<file path="src/hw/rtl/rgbds_pkg.sv">
// Shared types and constants for the RGBA8 2x2 box downsampler.
`timescale 1ns / 1ps
package rgbds_pkg;

    localparam int NUM_LANES = 4;
    localparam int CH_W      = 8;
    localparam int PAIR_W    = CH_W + 1;
    localparam int LINE_W    = NUM_LANES * PAIR_W;
    localparam int CFG_W     = 13;
    localparam int CFG_IDX_W = 1;

    localparam logic [CFG_IDX_W-1:0] REG_SRC_WIDTH  = 1'b0;
    localparam logic [CFG_IDX_W-1:0] REG_SRC_HEIGHT = 1'b1;

    typedef struct packed {
        logic [CH_W-1:0] texel_c3;
        logic [CH_W-1:0] texel_c2;
        logic [CH_W-1:0] texel_c1;
        logic [CH_W-1:0] texel_c0;
    } texel_t;

    typedef struct packed {
        logic [CH_W-1:0] out_c3;
        logic [CH_W-1:0] out_c2;
        logic [CH_W-1:0] out_c1;
        logic [CH_W-1:0] out_c0;
        logic            level_done;
    } result_t;

    // Per-transaction decisions from the position tracker
    typedef struct packed {
        logic w_one;     // source width is one column
        logic h_one;     // source height is one row
        logic hold_en;   // capture this pixel as the left member of a pair
        logic line_we;   // store the pair sum for the row below
        logic emit;      // this transaction produces a result
        logic last;      // result closes the level
    } step_t;

endpackage

</file>
<file path="src/hw/rtl/rgbds_ctrl.sv">
// Size registers and raster position tracker for the 2x2 downsampler.
`timescale 1ns / 1ps
module rgbds_ctrl #(
    parameter int MAX_WIDTH  = 4096,
    parameter int MAX_HEIGHT = 4096,
    parameter int AW         = 11
) (
    input  logic                              clk,
    input  logic                              rst_n,
    input  logic                              cfg_we,
    input  logic [rgbds_pkg::CFG_IDX_W-1:0]   cfg_index,
    input  logic [rgbds_pkg::CFG_W-1:0]       cfg_wdata,
    input  logic                              advance,
    output rgbds_pkg::step_t                  step,
    output logic [AW-1:0]                     line_addr
);

    localparam int WW = $clog2(MAX_WIDTH + 1);
    localparam int HW = $clog2(MAX_HEIGHT + 1);
    localparam int XW = $clog2(MAX_WIDTH);
    localparam int YW = (MAX_HEIGHT > 1) ? $clog2(MAX_HEIGHT) : 1;

    logic [rgbds_pkg::CFG_W-1:0] width_reg;
    logic [rgbds_pkg::CFG_W-1:0] height_reg;
    logic [XW-1:0]               col_reg;
    logic [XW-1:0]               col_next;
    logic [YW-1:0]               row_reg;
    logic [YW-1:0]               row_next;

    logic [31:0]   w_clamp;
    logic [31:0]   h_clamp;
    logic [WW-1:0] w_eff;
    logic [HW-1:0] h_eff;
    logic [XW-1:0] x_eff;
    logic [YW-1:0] y_eff;
    logic [31:0]   x_half;
    logic          w_one;
    logic          h_one;
    logic          last_x;
    logic          last_y;
    logic          have_pair;

    always_ff @(posedge clk or negedge rst_n)
    begin
        if (!rst_n)
        begin
            width_reg  <= rgbds_pkg::CFG_W'(1);
            height_reg <= rgbds_pkg::CFG_W'(1);
        end
        else if (cfg_we)
        begin
            unique case (cfg_index)
                rgbds_pkg::REG_SRC_WIDTH:  width_reg  <= cfg_wdata;
                rgbds_pkg::REG_SRC_HEIGHT: height_reg <= cfg_wdata;
                default: ;
            endcase
        end
    end

    // Clamp sizes: zero acts as one, anything beyond the maximum as the maximum
    always_comb
    begin
        if (width_reg == '0)
            w_clamp = 32'd1;
        else if (32'(width_reg) > 32'(MAX_WIDTH))
            w_clamp = 32'(MAX_WIDTH);
        else
            w_clamp = 32'(width_reg);
        if (height_reg == '0)
            h_clamp = 32'd1;
        else if (32'(height_reg) > 32'(MAX_HEIGHT))
            h_clamp = 32'(MAX_HEIGHT);
        else
            h_clamp = 32'(height_reg);
    end

    assign w_eff = w_clamp[WW-1:0];
    assign h_eff = h_clamp[HW-1:0];
    assign w_one = (w_eff == WW'(1));
    assign h_one = (h_eff == HW'(1));

    // Wrap a counter that sits beyond a size changed mid-level
    assign x_eff = (32'(col_reg) >= 32'(w_eff)) ? '0 : col_reg;
    assign y_eff = (32'(row_reg) >= 32'(h_eff)) ? '0 : row_reg;

    assign last_x    = (32'(x_eff) + 32'd1 == 32'(w_eff));
    assign last_y    = (32'(y_eff) + 32'd1 == 32'(h_eff));
    assign x_half    = 32'(x_eff) >> 1;
    assign have_pair = w_one || x_eff[0];

    assign line_addr = w_one ? '0 : x_half[AW-1:0];

    always_comb
    begin
        step.w_one   = w_one;
        step.h_one   = h_one;
        step.hold_en = !w_one && !x_eff[0] && !last_x;
        step.line_we = have_pair && !h_one && !y_eff[0] && !last_y;
        step.emit    = have_pair && (h_one || y_eff[0]);
        step.last    = (h_one || (32'(y_eff) + 32'd1 == 32'(h_eff & ~HW'(1))))
                       && (w_one || (x_half + 32'd1 == 32'(w_eff >> 1)));
    end

    always_comb
    begin
        col_next = last_x ? '0 : x_eff + XW'(1);
        if (!last_x)
            row_next = y_eff;
        else if (last_y)
            row_next = '0;
        else
            row_next = y_eff + YW'(1);
    end

    always_ff @(posedge clk or negedge rst_n)
    begin
        if (!rst_n)
        begin
            col_reg <= '0;
            row_reg <= '0;
        end
        else if (advance)
        begin
            col_reg <= col_next;
            row_reg <= row_next;
        end
    end

endmodule

</file>
<file path="config.mk">
export PLATFORM = sky130hd
export DESIGN_NAME = rgbds_ctrl
export DESIGN_NICKNAME = d
export VERILOG_FILES = /design/src/hw/rtl/rgbds_pkg.sv /design/src/hw/rtl/rgbds_ctrl.sv
export SDC_FILE = /design/constraint.sdc
export NUM_CORES = 1
export LEC_CHECK = 0
export ABC_CLOCK_PERIOD_IN_PS = 6750
export BUFFER_PORTS_ARGS = -buffer_cell sky130_fd_sc_hd__buf_2
export CAP_MARGIN = 10
export CORE_ASPECT_RATIO = 0.9
export CORE_MARGIN = 2
export CORE_UTILIZATION = 40
export CTS_CLUSTER_DIAMETER = 120
export DETAILED_ROUTE_END_ITERATION = 6
export PLACE_DENSITY_LB_ADDON = 0.15
export REMOVE_ABC_BUFFERS = 1
export SLEW_MARGIN = 20
export SYNTH_ARGS = -nofsm -noshare
export SYNTH_HDL_FRONTEND = slang
export SYNTH_SLANG_ARGS = --single-unit
</file>
<file path="constraint.sdc">
create_clock -name clk -period 6.75 [get_ports clk]
set_clock_uncertainty 0.1 [all_clocks]
set_input_delay 0.675 -clock clk [delete_from_list [all_inputs] [get_ports clk]]
set_output_delay 0.675 -clock clk [all_outputs]
set_load 0.03 [all_outputs]
</file>
* Word level (Yosys, flattened, before mapping)
Index checks and enable logic that the tools add are counted.
Word-level totals: word-level logic and storage cells 51, memories 0, register bits after elaboration 50, RAM bits 0, latch bits 0, bits in read-only memories 0
Operators by class: bitwise logic cells 1, eq/ne operators 6, shift-type cells 0, order comparisons 4, multiply operators 0, $add $sub $neg 5, reduce and logical (&&, ||, !) cells 21, divide/modulo/power cells 0, multiplexer cells 10
Operator list (count):
- 2-to-1 mux 12 bit | 5
- 2-to-1 mux 13 bit | 4
- == test 32 x 13 -> 1 bit | 1
- adder 12 x 1 -> 13 bit (second input constant) | 2
- == test 13 x 1 -> 1 bit (second input constant) | 2
- == test 13 bit | 2
- greater-or-equal comparator 12 x 13 -> 1 bit | 2
- greater-than comparator 13 bit (second input constant) | 2
- zero test 13 bit | 2
- adder 12 x 1 -> 12 bit (second input constant) | 2
- adder 11 x 1 -> 12 bit (second input constant) | 1
- == test 12 bit | 1
- 2-to-1 mux 11 bit | 1
- logical AND 1 bit | 7
- zero test 1 bit | 6
- logical OR 1 bit | 4
- AND reduction 2 bit | 2
- inverter 1 bit | 1

* Depth between registers and ports, before layout
Gate-level depths: netlist of the first run.
depth in word-level cells 9, gate-level depth with buffers 25, depth with buffers taken out 20

* Least setup slack after synthesis of the first run
No wires, ideal clock.
path type reg-to-output, start point register width_reg[12] in the netlist's numbering, end point output port step[3] in the netlist's numbering, stages on the path, launching flop included 24, path slack 1.680 ns, arrival time 4.295 ns, data required time 5.975 ns, path through dfrtp_1 -> inv_1 -> clkbuf_1 -> nand2_1 -> ha_1 -> a211oi_1 -> o32ai_1 -> a31oi_4 -> and2_1 -> buf_4 -> nand2_1 -> inv_1 -> ha_1 -> buf_2 -> nand3_1 -> or2_2 -> mux2i_1 -> o22ai_1 -> o211ai_1 -> a2111oi_2 -> and2_1 -> buf_4 -> buf_6 -> nor2_1
RTL lines:
- start: declaration | line rgbds_ctrl.sv:23 | logic [rgbds_pkg::CFG_W-1:0] width_reg;
- start signal: assignment | line rgbds_ctrl.sv:47 | width_reg <= rgbds_pkg::CFG_W'(1);
- start signal: assignment | line rgbds_ctrl.sv:53 | rgbds_pkg::REG_SRC_WIDTH: width_reg <= cfg_wdata;
- end: declaration | line rgbds_ctrl.sv:14 | output rgbds_pkg::step_t step,

==> results of run 1 <==
[metrics by stage]
stage	area (um2)	hold slack [ns]	worst slack, ns	util
final	5110	0.388	0.521	0.443
after global routing	5110	0.439	0.0975	0.443
after CTS	5110	0.420	0.556	0.443
after detailed placement	4960	0.422	0.904	0.430
after global placement	4960	0.411	0.937	0.430
after floorplan	4530	0.279	1.40	-
[where the power goes]
part / switching (W) / internal [W]
Sequential: 0.000153 / 0.000356
Combinational: 0.000529 / 0.000347
Clock: 0.000112 / 0.000147
Total: 0.000794 / 0.000850
[cell families (layout without fill, tap and decap cells)]
logic type,after synthesis,in the layout,share of synthesized area
muxes,26,26,0.0609
adders and majority gates,27,27,0.0704
and+or+nand+nor,221,221,0.249
buffers and inverters,74,77,0.0698
DFF,50,50,0.263
AOI/OAI and AO/OA,141,141,0.224
xor gates and xnor gates,34,34,0.0625
[worst paths after layout]
path | start | end | slack, ns | cells after the start
hold reg to reg | width_reg[6]$_DFFE_PN0P_ | width_reg[6]$_DFFE_PN0P_ | 0.45 | 1
setup reg to reg | width_reg[12]$_DFFE_PN0P_ | row_reg[1]$_DFFE_PN0P_ | 1.07 | 19
setup / recovery | width_reg[12]$_DFFE_PN0P_ | step[3] | 0.52 | 19
min in group clk | width_reg[6]$_DFFE_PN0P_ | width_reg[6]$_DFFE_PN0P_ | 0.45 | 1
max in group asynchronous | rst_n | row_reg[10]$_DFFE_PN0P_ | 5.73 | 2
hold / removal | rst_n | height_reg[1]$_DFFE_PN0P_ | 0.39 | 2
[placed cells by master, fill, tap and decap left out, types with 9 or more instances in the layout]
cell,synthesis,layout
nor4_1,9,9
inv_1,26,26
nand4_1,15,15
o21ai_0,17,16
a21oi_1,17,17
o2bb2ai_1,15,15
xnor2_1,20,20
nand2_1,47,47
dfrtp_1,48,48
nand3_1,17,17
nor3_1,27,27
xor2_1,14,14
nand2b_1,12,12
mux2_2,24,24
a31oi_1,9,9
buf_2,10,34
and3_1,15,15
ha_1,26,26
nor2_1,34,34
[metal layers]
layer | vias up | share of wire
li1 | 2150 | -
met1 | 2128 | 0.50
met2 | 118 | 0.43
met3 | 12 | 0.062
met4 | 0 | 0.0090
met5 | - | 0
[final cells by class]
| type | count | area, um2 |
|---|---|---|
| clock buffer | 7 | 143 |
| clock inverter | 1 | 5.00 |
| fill | 1187 | 6420 |
| inverter | 27 | 101 |
| multi-input combinational | 449 | 3180 |
| sequential | 50 | 1250 |
| tap | 156 | 195 |
| timing repair buffer | 42 | 230 |
==> impl_metrics.ini, run 1 <==
[clock_tree]
insertion_delay_ns = 0.30
cts_hold_buf = 0
ctsHtreeMaxLevel = 2
clk_pin_slew_ns = 0.06
cts_sinks = 50
cts_setup_buffers = 0
cts_root_buffer = clkbuf_16
cts.repair.resized = 0
cts.path.max_buffers = 2
cts_made_buffers = 5
cts_tree = built

[place]
dp_hpwl_um = 10800
gp_congestion = 0.907
io_buffers = 34
dpl.cell_count = 724

[min_path]
hold_path_class = in2async

[final_layout]
drive_above_1_share = 0.153
area_growth_pct = 7.17
final_nets = 619
antenna_cells = 0
finalNonFillerCells = 732

[route]
vias = 4408
first_iter_violations = 300
totalWireLength_um = 14400
ant_nets = 0
vias_per_cell = 6.02
wl_per_cell_um = 19.6
first_pass_iters = 5
drcViolationCount = 0

[sta]
finalSetupTns_ns = 0
tightest_slew_ns = 0.961
final_hold_viol_count = 0
rsz0062_at_grt = no
slew_violations = 0
finalSetupViolations = 0
fin_crit_sh = 0.923
slew_headroom = 0.355
max_freq_mhz = 161
fin_crit_ns = 6.23

[synth]
yosysTopAreaCellShare = 0.252
synth-seq-cells = 50
synth_commonest_cells = dfrtp_1 (48), nand2_1 (47), nor2_1 (34)
synthCells = 573
synthDistinctLibCells = 77
synth.most_common_cell = dfrtp_1
postSynthAreaPerCell_um2 = 8.32
synth_area_leader_cell = dfrtp_1
seq_area_frac_synth = 0.263
synthArstFlopShare = 1.00
ys_top_cells_by_area = dfrtp_1 (25%), ha_1 (6.8%), mux2_2 (5.7%)
yosysWarnings = 0
synth_edf_count = 0
synth_flop_cell = dfrtp_1
netlist_area_um2 = 4760

[global_routing]
grt.met2_usage = 0.345
antenna_found_initial = 0
grt_pass1_wl_um = 23300
track_usage = 0.232
first_global_vias = 4191
groute.layer.met1.usage = 0.349
grt-busiest-layer = met1
grt_start_max_net_pins = 51
overflow = 0
use_met3 = 0.0445

[power_and_ir_drop]
p_per_area_nw_per_um2 = 322
p_leak_nw = 2.05
ir_drop_mv = 0.145
p_total_w = 0.00164

[floorplan]
start_util = 0.413
rows = 37
core_area_um2 = 11500
ios = 35
die_h_um = 108
die-area_um2 = 12800
fp.dieW_um = 119

[worst_setup_path]
crit_chain = inv_1, nand2_1, ha_1, a211o_1, o221ai_2, and2_1, nand2_1, inv_1, ha_1, nand3_1, nor2_2, nand2_1, o22ai_1, o211ai_1, a2111oi_2, and2_1, buf_4, nor2_1, buf_2
crit_path_top_delay_cell = dfrtp_1
crit_arrival_ns = 5.45
crit_type = reg2out
cp-end-kind = output port
cp-start-kind = flop
cpMostUsedCell = nand2_1
crit_path_max_fanout = 17
crit_buf_inv = 4
max_stage_delay_ns = 0.67
path_delay_family = simple AND/OR/NAND/NOR gates
critPathRequiredTime_ns = 5.97

[status]
outcome = finished clean

[flow_run]
maxCapViolCount = 0
Note: power is estimated with default switching activity, not from simulation.
==> run 2: changes to the inputs <==
--- a/config.mk
+++ b/config.mk
@@ -6,7 +6,7 @@
 export NUM_CORES = 1
 export LEC_CHECK = 0
 export ABC_CLOCK_PERIOD_IN_PS = 6750
-export BUFFER_PORTS_ARGS = -buffer_cell sky130_fd_sc_hd__buf_2
+export BUFFER_PORTS_ARGS = -buffer_cell sky130_fd_sc_hd__buf_4
 export CAP_MARGIN = 10
 export CORE_ASPECT_RATIO = 0.9
 export CORE_MARGIN = 2
==> impl_metrics.ini, run 2 (same netlist as run 1, synthesis figures left out) <==
[worst_setup_path]
worstReg2RegEnd = row_reg[3]$_DFFE_PN0P_
crit_arrival_ns = 5.39
cp-end-kind = output port
crit_buf_inv = 3
setup.worst_path.end = step[3]
crit_path_start = width_reg[12]$_DFFE_PN0P_
rrSetupSlack_ns = 1.01
crit_chain = inv_1, nand2_1, ha_1, a211o_1, o221ai_2, and2_1, nand2_1, inv_1, ha_1, nand3_1, or2_0, a311oi_1, o211ai_1, a2111oi_2, and2_1, nor2_1, buf_4
crit_type = reg2out
path_delay_family = simple AND/OR/NAND/NOR gates
crit_path_top_delay_cell = dfrtp_2
max_stage_delay_ns = 0.53
cp.depth = 17
cp-start-kind = flop
crit_path_max_fanout = 17
rr_startpoint = width_reg[12]$_DFFE_PN0P_
rr_worst_depth = 18
critPathRequiredTime_ns = 5.97

[min_path]
hold_path_class = in2async

[route]
first_iter_violations = 359
first_pass_iters = 5
vias_per_cell = 6.21
vias = 4524
totalWireLength_um = 14800
drcViolationCount = 0
ant_nets = 0
wl_per_cell_um = 20.4

[floorplan]
ios = 35
start_util = 0.413
die-area_um2 = 12800
core_area_um2 = 11500
rows = 37
die_h_um = 108
fp.dieW_um = 119

[final_layout]
drive_above_1_share = 0.150
final_cell_mix = nand2_1 (47), dfrtp_1 (47), buf_4 (39)
area_growth_pct = 8.25
antenna_cells = 0
final_nets = 616
finalNonFillerCells = 728

[place]
gp_congestion = 0.933
dp_hpwl_um = 10900
dpl.cell_count = 721
io_buffers = 34
pre_cts_ws_ns = 0.876

[power_and_ir_drop]
power.internal_w = 0.000853
p_clk_frac = 0.149
p_seq_frac = 0.316
ir_drop_mv = 0.230
combPwrFrac = 0.535
p_leak_nw = 2.05
p_per_area_nw_per_um2 = 321
swShare = 0.485
p_sw_w = 0.000802

[global_routing]
track_usage = 0.237
antenna_found_initial = 0
grt_pass1_wl_um = 24000
first_global_vias = 4324
grt_start_max_net_pins = 51
overflow = 0

[sta]
fin_ws_ns = 0.586
finalSetupViolations = 0
slew_violations = 0
fin_crit_ns = 6.16
tightest_slew_ns = 0.928
finalSetupTns_ns = 0
slew_headroom = 0.380
max_freq_mhz = 162
final_hold_viol_count = 0
fin_crit_sh = 0.913
rsz0062_at_grt = no

[clock_tree]
cts_root_buffer = clkbuf_16
cts.path.max_buffers = 2
cts_hold_buf = 0
cts_tree = built
clk_pin_slew_ns = 0.07
cts_sinks = 50
cts_made_buffers = 5
insertion_delay_ns = 0.29
ctsHtreeMaxLevel = 2
cts_setup_buffers = 0

[flow_run]
maxCapViolCount = 0

[status]
outcome = finished clean
## run 2: changes by cell type in the layout (fill, tap and decap cells not counted)
| cell | before | now |
|---|---|---|
| buf_2 | 34 | 0 |
| buf_4 | 8 | 39 |
| clkbuf_1 | 1 | 0 |
| clkbuf_8 | 1 | 0 |
| clkinv_2 | 1 | 2 |
| dfrtp_1 | 48 | 47 |
| dfrtp_2 | 0 | 1 |
| o21ai_0 | 16 | 17 |
| o21ai_1 | 3 | 2 |
## run 2: per-layer routing
metal / global-route usage / wire, um / vias up / part of all wire
li1: - / - / 2136 / -
met1: 0.369 / 7470 / 2210 / 0.50
met2: 0.342 / 6160 / 161 / 0.42
met3: 0.0339 / 1020 / 17 / 0.069
met4: 0.0553 / 191 / 0 / 0.013
met5: 0 / 0 / - / 0
## run 2: layout make-up
cell class / instances / area [um2]
Clock inverter: 2 / 10.0
Inverter: 27 / 101
Fill cell: 1160 / 6370
Timing Repair Buffer: 39 / 293
Tap cell: 156 / 195
Clock buffer: 5 / 125
Multi-Input combinational cell: 449 / 3180
Sequential cell: 50 / 1250
## run 2: worst min path at each step
stage                                     endpoint  slack [ns]  cells past startpoint
final                       row_reg[1]$_DFFE_PN0P_        0.31                      1
after global routing        row_reg[1]$_DFFE_PN0P_        0.36                      1
after CTS                   row_reg[2]$_DFFE_PN0P_        0.34                      1
after detailed placement  width_reg[6]$_DFFE_PN0P_        0.42                      1
after global placement    width_reg[6]$_DFFE_PN0P_        0.41                      1
after floorplan             col_reg[0]$_DFFE_PN0P_        0.28                      0
## run 2: worst reg2reg max path: stages (launching register included)
cell	delay (ns)
dfrtp_2	0.53
inv_1	0.32
nand2_1	0.29
ha_1	0.37
a211o_1	0.28
o221ai_2	0.35
and2_1	0.23
nand2_1	0.14
inv_1	0.10
ha_1	0.37
nand3_1	0.30
or2_0	0.28
a311oi_1	0.35
o211ai_1	0.25
a2111oi_2	0.37
and2_1	0.30
buf_4	0.23
o21ai_2	0.23
o2bb2ai_1	0.20
## run 2: what timing repair did
| action | 4_1_cts | 5_1_grt |
|---|---|---|
| endpoints found under the setup margin | 0 | 1 |
| hold endpoints to repair | 0 | 0 |
| gates resized for setup | 0 | 1 |
## run 2: metrics by stage
| step | util | power, W | hold slack [ns] | instance area, um2 |
|---|---|---|---|---|
| CTS | 0.447 | 0.00165 | 0.343 | 5160 |
| global placement | 0.436 | 0.00139 | 0.411 | 5020 |
| detailed placement | 0.436 | 0.00140 | 0.419 | 5020 |
| finish | 0.447 | 0.00165 | 0.307 | 5160 |
| global route | 0.447 | 0.00178 | 0.361 | 5160 |
| floorplan | - | 0.00110 | 0.279 | 4530 |
## run 2: power groups by stage
stage / sequential [W] / combinational, W / clock (W)
global route: 0.000538 / 0.000975 / 0.000269
floorplan: 0.000464 / 0.000637 / 0
detailed placement: 0.000523 / 0.000874 / 0
finish: 0.000523 / 0.000884 / 0.000247
CTS: 0.000517 / 0.000877 / 0.000255
global placement: 0.000522 / 0.000870 / 0
