<file path="src/hw/rtl/rgbds_pkg.sv">
// Shared types and constants for the RGBA8 2x2 box downsampler.
`timescale 1ns / 1ps
package rgbds_pkg;

    localparam int NUM_LANES = 4;
    localparam int CH_W      = 8;
    localparam int PAIR_W    = CH_W + 1;
    localparam int LINE_W    = NUM_LANES * PAIR_W;
    localparam int CFG_W     = 13;
    localparam int CFG_IDX_W = 1;

    localparam logic [CFG_IDX_W-1:0] REG_SRC_WIDTH  = 1'b0;
    localparam logic [CFG_IDX_W-1:0] REG_SRC_HEIGHT = 1'b1;

    typedef struct packed {
        logic [CH_W-1:0] texel_c3;
        logic [CH_W-1:0] texel_c2;
        logic [CH_W-1:0] texel_c1;
        logic [CH_W-1:0] texel_c0;
    } texel_t;

    typedef struct packed {
        logic [CH_W-1:0] out_c3;
        logic [CH_W-1:0] out_c2;
        logic [CH_W-1:0] out_c1;
        logic [CH_W-1:0] out_c0;
        logic            level_done;
    } result_t;

    // Per-transaction decisions from the position tracker
    typedef struct packed {
        logic w_one;     // source width is one column
        logic h_one;     // source height is one row
        logic hold_en;   // capture this pixel as the left member of a pair
        logic line_we;   // store the pair sum for the row below
        logic emit;      // this transaction produces a result
        logic last;      // result closes the level
    } step_t;

endpackage

</file>
<file path="src/hw/rtl/rgbds_lane.sv">
// One byte channel: horizontal pair sum, vertical sum and truncated mean.
`timescale 1ns / 1ps
module rgbds_lane (
    input  logic                           clk,
    input  logic                           w_one,
    input  logic [rgbds_pkg::CH_W-1:0]     texel_b,
    input  logic [rgbds_pkg::CH_W-1:0]     held_b,
    output logic [rgbds_pkg::PAIR_W-1:0]   pair,
    input  logic                           load_pair,
    input  logic                           load_avg,
    input  logic                           dbl,
    input  logic [rgbds_pkg::PAIR_W-1:0]   line_pair,
    output logic [rgbds_pkg::CH_W-1:0]     avg
);

    logic [rgbds_pkg::PAIR_W-1:0] pair_reg;
    logic [rgbds_pkg::PAIR_W:0]   block_sum;
    logic [rgbds_pkg::CH_W-1:0]   avg_reg;

    // A single column pairs the pixel with itself
    assign pair = w_one ? {texel_b, 1'b0}
                        : rgbds_pkg::PAIR_W'(texel_b) + rgbds_pkg::PAIR_W'(held_b);

    assign block_sum = dbl ? {pair_reg, 1'b0}
                           : (rgbds_pkg::PAIR_W+1)'(pair_reg)
                             + (rgbds_pkg::PAIR_W+1)'(line_pair);

    always_ff @(posedge clk)
    begin
        if (load_pair)
            pair_reg <= pair;
        if (load_avg)
            avg_reg <= block_sum[rgbds_pkg::PAIR_W:2];
    end

    assign avg = avg_reg;

endmodule

</file>
<file path="config.mk">
export PLATFORM = sky130hd
export DESIGN_NAME = rgbds_lane
export DESIGN_NICKNAME = d
export VERILOG_FILES = /design/src/hw/rtl/rgbds_pkg.sv /design/src/hw/rtl/rgbds_lane.sv
export SDC_FILE = /design/constraint.sdc
export NUM_CORES = 1
export LEC_CHECK = 0
export BUFFER_PORTS_ARGS = -buffer_cell sky130_fd_sc_hd__buf_2
export CELL_PAD_IN_SITES_DETAIL_PLACEMENT = 1
export CELL_PAD_IN_SITES_GLOBAL_PLACEMENT = 1
export CORE_AREA = 2 2 68 86
export CTS_CLUSTER_DIAMETER = 50
export DETAILED_ROUTE_END_ITERATION = 8
export DIE_AREA = 0 0 70 88
export PLACE_DENSITY = 0.68
export SYNTH_ARGS = -nofsm -noshare
export SYNTH_HDL_FRONTEND = slang
export SYNTH_SLANG_ARGS = --single-unit
</file>
<file path="constraint.sdc">
create_clock -name clk -period 2.2 [get_ports clk]
set_input_delay 0.22 -clock clk [delete_from_list [all_inputs] [get_ports clk]]
set_output_delay 0.22 -clock clk [all_outputs]
set_load 0.05 [all_outputs]
</file>
Word-level counts from Yosys, hierarchy flattened
Cells that the tools add are included.

Input port bits: 30. Word-level logic and storage cells: 6. Output and inout bits: 17. Register bits: 17.

Add/sub/neg operators: 2. Muxes and demuxes: 2.

Operators by type and width (count): $add A9 B9 Y10 (1); $mux W10 (1); $add A8 B8 Y9 (1); $mux W9 (1).

Longest topological paths before layout
Gate-level depths: netlist of the first run.

Depth in word-level cells: 2. Depth in mapped cells: 8. Gate-level depth less buffers: 8.

Worst setup path before layout of the first run
No wires, ideal clock.

Kind: input port to flip-flop. From: input texel_b[0] (netlist name). To: register pair_reg[6] (netlist name) (data pin). Path slack: -0.682 ns. Required time: 1.768 ns. Data arrival time: 2.450 ns. Stages on the path: 8. Path through: ha_1 > inv_1 > fa_1 > nor2b_1 > o31ai_1 > nand2b_1 > a211oi_1 > o31ai_1.

Word-level cells in the longest chain between the ends: 2.

RTL lines: from (decl) (line rgbds_lane.sv:6) `input logic [rgbds_pkg::CH_W-1:0] texel_b,`; $add A8 B8 Y9 (line rgbds_lane.sv:22) `: rgbds_pkg::PAIR_W'(texel_b) + rgbds_pkg::PAIR_W'(held_b);`; $mux W9 (line rgbds_lane.sv:21) `assign pair = w_one ? {texel_b, 1'b0}`; net pair, one bit (line rgbds_lane.sv:8) `output logic [rgbds_pkg::PAIR_W-1:0] pair,`; to (signal assigned) (line rgbds_lane.sv:31) `pair_reg <= pair;`; to (decl) (line rgbds_lane.sv:16) `logic [rgbds_pkg::PAIR_W-1:0] pair_reg;`.

The timed path passes the listed nets, and every way through them passes these cells. A chain may end at the register's enable or synchronous reset.

Final worst setup path of the first run
From: input texel_b[0] (netlist name). To: output pair[6] (netlist name).

Word-level cells in the longest chain between the ends: 2.

RTL lines (line): $add A8 B8 Y9 (rgbds_lane.sv:22); $mux W9 (rgbds_lane.sv:21); to (decl) (rgbds_lane.sv:8).

No other way between the ends.

==> results.md, run 1 <==
- DRC Markers: 0
- Worst r2r src: pair_reg[5]
- Slew @ Worst Pin: 0.334 ns
- Cells traversed along the worst timing path: buf_2 -> ha_1 -> inv_1 -> fa_1 -> nor2b_2 -> o31ai_2 -> nand2b_1 -> a211oi_1 -> o31ai_2 -> buf_2
- Ys Warns: 0
- Multi-input logic area: 798 um2
- Final setup skew: 0.000674 ns
- Vias in the first global route: 1149
- CTS Buf Count: 3
- Crit path max fanout: 3
- Number of flip-flops in the largest register: 9
- Std-Cell Rows: 30
- Dpl hpwl: 2.51 mm
- EDFF count, synth: 17
- CTS Sinks: 17
- Final hold vios: 0
- Mean number of vias per cell: 4.65
- Reg clk slew, reported paths: 0.06 ns
- Clock latency on the worst-skew pair: 0.24 ns
- Mean Syn Cell Area: 9.79 um2
- Critical Path RT: 1.98 ns
- Lkg Pwr: 0.750 nW
- Pwr dens: 679 nW/um2
- Post-synth top area share: 39.2%
- Syn-to-layout area delta: 31.3%
- Final wirelength: 2.89 mm
- Die X-Extent: 70 um
- Commonest cells after routing, fill and taps aside: 44 x buf_2, 17 x nand2_1, 17 x edfxtp_1
- Status: completed
- Bufs on Longest Clock Path: 2
- Setup violations, final: 0
- Most common cell after layout, fill and taps aside: buf_2
- Final worst-path setup slack: 0.0814 ns
- Largest net degree at the start of global routing: 18
- Busiest grt layer: met2
- Initial drt markers: 14
- FF+latch count, synth: 17
- Asr flop ratio synth: 0%
- Ranking of synthesized cells by area: edfxtp_1 39%, ha_1 15%, o21ai_0 7.3%
- Top_reg_cell synth: edfxtp_1
- TritonRoute pass-1 iters: 3
- Layout cells sized above 1: 35.5%
- Initial antenna violation count: 0
- Crit start category: input pin
- Met1 Track Usage GR: 10.5%
- Max Freq: 472 MHz
- Synth area leader: edfxtp_1
- GR Layer Usage met2: 18.9%
- Number of port buffers: 46
- DP Area: 1640 um2
- Post-CTS setup repair buffer count: 0
- R2R Setup Slk: 0.21 ns
- Unrepaired setup endpoints after global routing: false
- Die area: 6160 um2
- Hold_sp: texel_b[6]
- First-pass GRT wire length: 4.79 mm
- Worst VDD drop: 0.224 mV
- Family with the most delay on the worst path: adder cells
- Pre-CTS setup slack: -0.0814 ns
- Sequential area share after synthesis: 39.2%
- Final ANT Viol Nets: 0
- Max-slew headroom: 77.6%
- Slowest CP cell: fa_1
- DR vias: 1148
- Top-level port count: 47
- Total track usage: 9.68%
- Hold worst-path end: pair_reg[7]
- Worst flop-to-flop path endpoint: avg[5]
- CTS tree: built
- Worst hold margin: 0.288 ns
- Fin crit period: 2.12 ns
- Final Cell Area: 1710 um2
- Critical path class: in -> out
- Cells on worst reg2reg path: 6
- Setup TNS: 0 ns
- Worst hold path class: in -> reg
- CP bufs+invs: 3
- GRT overflow: 0
- MaxCap Viol Count: 0
- Post-CTS Hold Buffers: 0
- Starting density of the core: 24.4%
- Data arrival, critical path: 1.90 ns
- Net Count, Synth: 180
- Gp weighted congestion: 0.734
- Synthesized area: 1300 um2
- Core box area: 5330 um2
- Period utilization: 96.3%
- Die Span Y: 88 um
- Routed wire per std cell: 11.7 um
- Met3 Resource Use GR: 0.806%
- Antenna cells: 0
- Fin nets: 231
- Unique masters post-synth: 29
- Slew Viols, Final: 0
- CP max stage delay: 0.41 ns
- CP endpoint kind: primary output
- Root Driver: clkbuf_8
- FF+latch area: 510 um2
- Hold depth: 3
- Layout fillers: 639
- CTS H-Tree Depth: 1
- Mapped Cells: 133
kinds of logic after synthesis:
logic type / synth area share (%)
AOI/OAI and AO/OA: 22.7
and+or+nand+nor: 11.5
adders and majority gates: 16.9
DFF: 39.2
xor gates and xnor gates: 7.40
buffers and inverters: 2.31
worst max path at each step:
stage	startpoint	to	slack, ns	cells past startpoint
after global routing	texel_b[0]	pair[6]	0.0008	10
after floorplan	texel_b[0]	pair_reg[6]	-0.16	8
after detailed placement	texel_b[0]	pair[8]	-0.08	10
after CTS	texel_b[0]	pair[6]	0.02	10
after global placement	texel_b[0]	pair[8]	-0.03	10
final	texel_b[0]	pair[6]	0.08	10
layout make-up:
class                           count  share of cell area (%)
Tap cell                           64                    4.68
Clock buffer                        4                    2.63
Multi-Input combinational cell    108                    46.7
Sequential cell                    17                    29.8
Inverter                            5                    1.10
Timing Repair Buffer               49                    15.1
cells in the mapped netlist, types with 2 or more instances:
library cell,n
inv_1,5
a41oi_1,2
a211oi_1,2
nor2b_1,3
nor3_1,3
nand2b_1,3
a31oi_1,3
o21ai_0,19
nand2_1,17
clkbuf_1,3
o31ai_1,2
a21oi_1,8
xnor2_1,3
nor2_1,6
ha_1,16
xor2_1,8
a21o_1,2
edfxtp_1,17
metrics by stage:
stage / utilization [%] / instances / power (mW)
4_1_cts: 31.9 / 247 / 1.18
3_3_place_gp: 30.8 / 243 / 0.934
3_5_place_dp: 30.8 / 243 / 0.943
5_1_grt: 32.1 / 247 / 1.25
6_report: 32.1 / 247 / 1.16
2_1_floorplan: - / 133 / 0.813
repair_timing:
| item | 4_1_cts | 5_1_grt |
|---|---|---|
| setup endpoints to repair | 2 | 3 |
| gates resized for setup | 3 | 3 |
| pin swaps | 1 | 0 |
worst register-to-register path: cells and delay by family, from the launching register on:
family                     cells  cell delay [ns]
AOI/OAI and AO/OA              3             0.59
DFF                            1             0.40
adders and majority gates      1             0.36
and+or+nand+nor                1             0.24
xor gates and xnor gates       1             0.17
layer usage:
metal  routed length [um]  part of all wire [%]
met3                  114                   3.9
met5                    0                     0
met2                 1580                    55
met1                 1130                    39
met4                   55                   1.9
power breakdown:
part	internal [mW]	total, mW	switching, mW
sequential	0.410	0.424	0.0137
clock	0.128	0.224	0.0957
combinational	0.180	0.514	0.334
total	0.718	1.16	0.443
(Power assumes the default switching activity.)
==> inputs of run 2 (changes only) <==
- REMOVE_ABC_BUFFERS: default -> 1
==> results.md, run 2 (synthesis results as in run 1) <==
- Setup violations, final: 0 (unchanged)
- Post-CTS Hold Buffers: 0 (unchanged)
- Die Span Y: 88 um (unchanged)
- Reg clk slew, reported paths: 0.06 ns (about the same)
- Worst hold path class: in -> reg (unchanged)
- DR vias: 1167 (was 1148)
- Status: completed (unchanged)
- DP Area: 1650 um2 (was 1640 um2)
- GRT overflow: 0 (unchanged)
- Largest net degree at the start of global routing: 18 (unchanged)
- Power share of the sequential group: 36.0% (was 36.5%)
- Period utilization: 94.6% (was 96.3%)
- Core box area: 5330 um2 (unchanged)
- CP bufs+invs: 3 (unchanged)
- Worst r2r src: pair_reg[5] (unchanged)
- Fin nets: 235 (was 231)
- Fin crit period: 2.08 ns (was 2.12 ns)
- Top-level port count: 47 (unchanged)
- Number of flip-flops in the largest register: 9 (unchanged)
- MaxCap Viol Count: 0 (unchanged)
- Sw Ratio: 38.1% (was 38.2%)
- Starting density of the core: 24.4% (unchanged)
- Final wirelength: 2.88 mm (was 2.89 mm)
- Most common cell after layout, fill and taps aside: buf_2 (unchanged)
- Antenna cells: 0 (unchanged)
- Crit start category: input pin (unchanged)
- Syn-to-layout area delta: 34.0% (was 31.3%)
- Unrepaired setup endpoints after global routing: false (unchanged)
- CTS H-Tree Depth: 1 (unchanged)
- Vias in the first global route: 1222 (was 1149)
- Pre-CTS setup slack: -0.0505 ns (was -0.0814 ns)
- Number of port buffers: 46 (unchanged)
- Final ANT Viol Nets: 0 (unchanged)
- Crit path max fanout: 3 (unchanged)
- Cells traversed along the worst timing path: buf_2 -> ha_1 -> inv_1 -> fa_2 -> nor2b_4 -> o31ai_4 -> nand2b_1 -> a211oi_1 -> o31ai_1 -> buf_4 (was buf_2 -> ha_1 -> inv_1 -> fa_1 -> nor2b_2 -> o31ai_2 -> nand2b_1 -> a211oi_1 -> o31ai_2 -> buf_2)
- First-pass GRT wire length: 5.07 mm (was 4.79 mm)
- CTS Buf Count: 3 (unchanged)
- Critical Path RT: 1.98 ns (about the same)
- Max Freq: 481 MHz (was 472 MHz)
- Switching pwr: 0.450 mW (was 0.443 mW)
- DRC Markers: 0 (unchanged)
- Logic pwr share: 44.7% (was 44.2%)
- Lkg Pwr: 0.773 nW (was 0.750 nW)
- Clock latency on the worst-skew pair: 0.25 ns (was 0.24 ns)
- Max-slew headroom: 81.1% (was 77.6%)
- CP endpoint kind: primary output (unchanged)
- Family with the most delay on the worst path: adder cells (unchanged)
- Clk pwr share: 19.3% (about the same)
- Hold_sp: texel_b[5] (was texel_b[6])
- Critical path class: in -> out (unchanged)
- Bufs on Longest Clock Path: 2 (unchanged)
- Die X-Extent: 70 um (unchanged)
- Root Driver: clkbuf_8 (unchanged)
- Commonest cells after routing, fill and taps aside: 41 x buf_2, 17 x nand2_1, 17 x edfxtp_1 (was 44 x buf_2, 17 x nand2_1, 17 x edfxtp_1)
- Data arrival, critical path: 1.86 ns (was 1.90 ns)
- Final worst-path setup slack: 0.120 ns (was 0.0814 ns)
- Layout cells sized above 1: 35.3% (was 35.5%)
- CTS tree: built (unchanged)
- Total track usage: 10.1% (was 9.68%)
- Initial drt markers: 9 (was 14)
- TritonRoute pass-1 iters: 3 (unchanged)
- Slowest CP cell: fa_2 (was fa_1)
- Worst VDD drop: 0.167 mV (was 0.224 mV)
- Std-Cell Rows: 30 (unchanged)
- Final Cell Area: 1750 um2 (was 1710 um2)
- Dpl hpwl: 2.56 mm (was 2.51 mm)
- Critical Path Source: texel_b[0] (unchanged)
- Slew @ Worst Pin: 0.281 ns (was 0.334 ns)
- Final hold vios: 0 (unchanged)
- Final setup skew: 0.00355 ns (was 0.000674 ns)
- Routed wire per std cell: 11.5 um (was 11.7 um)
- Initial antenna violation count: 0 (unchanged)
- Internal: 0.730 mW (was 0.718 mW)
- Pwr dens: 676 nW/um2 (was 679 nW/um2)
- CP max stage delay: 0.37 ns (was 0.41 ns)
- Gp weighted congestion: 0.708 (was 0.734)
- CTS Sinks: 17 (unchanged)
- Die area: 6160 um2 (unchanged)
- Slew Viols, Final: 0 (unchanged)
- Mean number of vias per cell: 4.65 (about the same)
run 2: path summary, 6_finish.rpt:
kind	end	slack (ns)	depth (start not counted)
worst max register to register	avg[5]	0.21	6
worst min-delay path	pair_reg[6]	0.30	3
worst max-delay path	pair[6]	0.12	10
worst min register to register	avg[6]	0.58	2
run 2: worst min-delay path, cell delays in order:
cell	delay [ns]
buf_2	0.09
nand2_1	0.05
o31ai_1	0.07
run 2: power by group through the flow:
| stage | Sequential (mW) | Clock, mW | Combinational (mW) |
|---|---|---|---|
| after detailed placement | 0.432 | 0 | 0.514 |
| after global placement | 0.431 | 0 | 0.504 |
| final | 0.424 | 0.227 | 0.528 |
| after floorplan | 0.501 | 0 | 0.296 |
| after CTS | 0.425 | 0.241 | 0.524 |
| after global routing | 0.431 | 0.255 | 0.580 |
run 2: cell type report:
cell class	count	area, um2
inverters	5	18.8
repair buffers	53	295
flip-flops and latches	17	510
well taps	64	80.1
multi-input cells	108	795
clock inverters	1	5.00
fillers	647	3580
clock buffers	3	41.3
run 2: per-layer routing:
layer	wire length (um)	vias to the layer above	track usage, %
met2	1640	30	21.0
met5	0	-	0
met3	119	4	0.575
li1	-	603	-
met4	48	0	4.55
met1	1080	530	10.1
run 2: timing repair:
action | CTS | global route
endpoints found under the setup margin | 4 | 5
pin swaps | 1 | 1
resized for setup | 5 | 10
setup buffers | 0 | 0
run 2: stage by stage:
stage	setup TNS (ns)	util, %	std cells	hold WS [ns]	power [mW]
finish	0	32.7	251	0.298	1.18
global placement	-0.0527	31.0	247	0.556	0.935
global route	0	32.7	251	0.310	1.27
detailed placement	-0.159	31.0	247	0.555	0.946
floorplan	-5.00	-	130	0.332	0.797
CTS	0	32.2	251	0.295	1.19
==> inputs of run 3 (changes only) <==
- CORE_AREA: 2 2 68 86 -> 2 2 63 80
- DIE_AREA: 0 0 70 88 -> 0 0 65 82
- PLACE_DENSITY: 0.68 -> 0.75
==> results.md, run 3 (synthesis results as in run 1) <==
- Top-level port count: 47 (unchanged)
- Bufs on Longest Clock Path: 2 (unchanged)
- Gp weighted congestion: 0.886 (was 0.708)
- MaxCap Viol Count: 0 (unchanged)
- Vias in the first global route: 1271 (was 1222)
- Pwr dens: 676 nW/um2 (about the same)
- Final ANT Viol Nets: 0 (unchanged)
- DR vias: 1190 (was 1167)
- Post-CTS setup repair buffer count: 0 (unchanged)
- Critical Path RT: 1.98 ns (about the same)
- DRC Markers: 0 (unchanged)
- Core box area: 4590 um2 (was 5330 um2)
- Crit start category: input pin (unchanged)
- CTS Sinks: 17 (unchanged)
- Starting density of the core: 28.4% (was 24.4%)
- Initial antenna violation count: 0 (unchanged)
- Layout cells sized above 1: 34.9% (was 35.3%)
- Fin nets: 234 (was 235)
- Post-CTS Hold Buffers: 0 (unchanged)
- CTS Buf Count: 3 (unchanged)
- Reg clk slew, reported paths: 0.06 ns (about the same)
- Root Driver: clkbuf_8 (unchanged)
- TritonRoute pass-1 iters: 4 (was 3)
- Setup TNS: 0 ns (unchanged)
- Worst flop-to-flop path endpoint: avg[5] (unchanged)
- Final hold vios: 0 (unchanged)
- GRT overflow: 0 (unchanged)
- Final setup skew: 0.00144 ns (was 0.00355 ns)
- Hold worst-path end: avg[4] (was pair_reg[6])
- Max Freq: 480 MHz (was 481 MHz)
- Crit path max fanout: 3 (unchanged)
- Clock latency on the worst-skew pair: 0.25 ns (about the same)
- Slew Viols, Final: 0 (unchanged)
- Die area: 5330 um2 (was 6160 um2)
- Final Cell Area: 1750 um2 (about the same)
- Status: completed (unchanged)
- Setup violations, final: 0 (unchanged)
- Lkg Pwr: 0.767 nW (was 0.773 nW)
- Antenna cells: 0 (unchanged)
- Worst VDD drop: 0.179 mV (was 0.167 mV)
- Number of port buffers: 46 (unchanged)
- Number of flip-flops in the largest register: 9 (unchanged)
- CP endpoint kind: primary output (unchanged)
- Syn-to-layout area delta: 34.1% (was 34.0%)
- CTS H-Tree Depth: 1 (unchanged)
- Cells on worst reg2reg path: 6 (unchanged)
- Routed wire per std cell: 12.3 um (was 11.5 um)
- R2R Setup Slk: 0.21 ns (about the same)
- Most common cell after layout, fill and taps aside: buf_2 (unchanged)
- Dpl hpwl: 2.60 mm (was 2.56 mm)
- Slew @ Worst Pin: 0.302 ns (was 0.281 ns)
- Worst r2r src: pair_reg[5] (unchanged)
- Final wirelength: 3.02 mm (was 2.88 mm)
- Worst hold path class: in -> reg (unchanged)
- Data arrival, critical path: 1.86 ns (about the same)
- Period utilization: 94.7% (was 94.6%)
- Std-Cell Rows: 28 (was 30)
- Mean number of vias per cell: 4.84 (was 4.65)
- First-pass GRT wire length: 5.20 mm (was 5.07 mm)
- Critical path class: in -> out (unchanged)
- Hold_sp: load_avg (was texel_b[5])
- Worst hold margin: 0.316 ns (was 0.298 ns)
- Total track usage: 12.6% (was 10.1%)
- CTS tree: built (unchanged)
- Largest net degree at the start of global routing: 18 (unchanged)
- Die Span Y: 82 um (was 88 um)
- Pre-CTS setup slack: -0.0646 ns (was -0.0505 ns)
- DP Area: 1640 um2 (was 1650 um2)
- Commonest cells after routing, fill and taps aside: 40 x buf_2, 18 x o21ai_0, 17 x nand2_1, 17 x edfxtp_1, 15 x ha_1 (was 41 x buf_2, 17 x nand2_1, 17 x edfxtp_1)
- Max-slew headroom: 79.7% (was 81.1%)
- Hold depth: 1 (was 3)
- Fin crit period: 2.08 ns (about the same)
- Final worst-path setup slack: 0.117 ns (was 0.120 ns)
- Die X-Extent: 65 um (was 70 um)
- Initial drt markers: 30 (was 9)
-- run 3: cell types whose count changed in the layout (fill, tap and decap cells not counted), sizes merged --
cell    before  now
clkinv       1    0
-- run 3: worst max path at each step --
stage | startpoint | endpoint | slack, ns | cells after the start
global placement | texel_b[0] | pair[6] | -0.02 | 10
global route | texel_b[0] | pair[6] | -0.0001 | 10
finish | texel_b[0] | pair[6] | 0.12 | 10
CTS | texel_b[1] | pair[5] | 0.002 | 8
detailed placement | texel_b[0] | pair[6] | -0.06 | 9
floorplan | texel_b[0] | pair_reg[6] | -0.68 | 8
-- run 3: layer usage --
layer | track usage [%] | wire length [um] | vias up
met5 | 0 | 0 | -
met4 | 5.53 | 42 | 0
met3 | 2.60 | 157 | 4
met2 | 25.2 | 1700 | 25
met1 | 12.4 | 1130 | 557
li1 | - | - | 604
-- run 3: cell type report --
class / instances / area, um2
fill: 549 / 2840
multi-input combinational: 108 / 807
sequential: 17 / 510
timing repair buffer: 52 / 290
tap: 60 / 75.1
clock buffer: 4 / 45.0
inverter: 5 / 18.8
-- run 3: metrics by stage --
| stage | util (%) | instances | total power [mW] |
|---|---|---|---|
| floorplan | - | 130 | 0.797 |
| global placement | 35.8 | 242 | 0.929 |
| global route | 38.1 | 246 | 1.26 |
| CTS | 37.0 | 246 | 1.18 |
| finish | 38.1 | 246 | 1.18 |
| detailed placement | 35.8 | 242 | 0.943 |
-- run 3: where the power goes --
part | switching, mW | internal, mW | leakage [nW] | total [mW]
Combinational | 0.335 | 0.192 | 0.577 | 0.526
Sequential | 0.0147 | 0.410 | 0.167 | 0.425
Clock | 0.101 | 0.128 | 0.0228 | 0.229
-- run 3: repair_timing --
action | CTS | global route
gates resized for setup | 4 | 13
pin swaps | 1 | 3
setup endpoints to repair | 3 | 5
-- run 3: worst max-delay path, stage by stage --
cell and delay (ns):
buf_4 0.10, ha_4 0.13, inv_1 0.05, fa_2 0.39, nor2b_4 0.15, o31ai_4 0.08, nand2b_1 0.09, a211oi_1 0.07
o31ai_1 0.31, buf_4 0.27
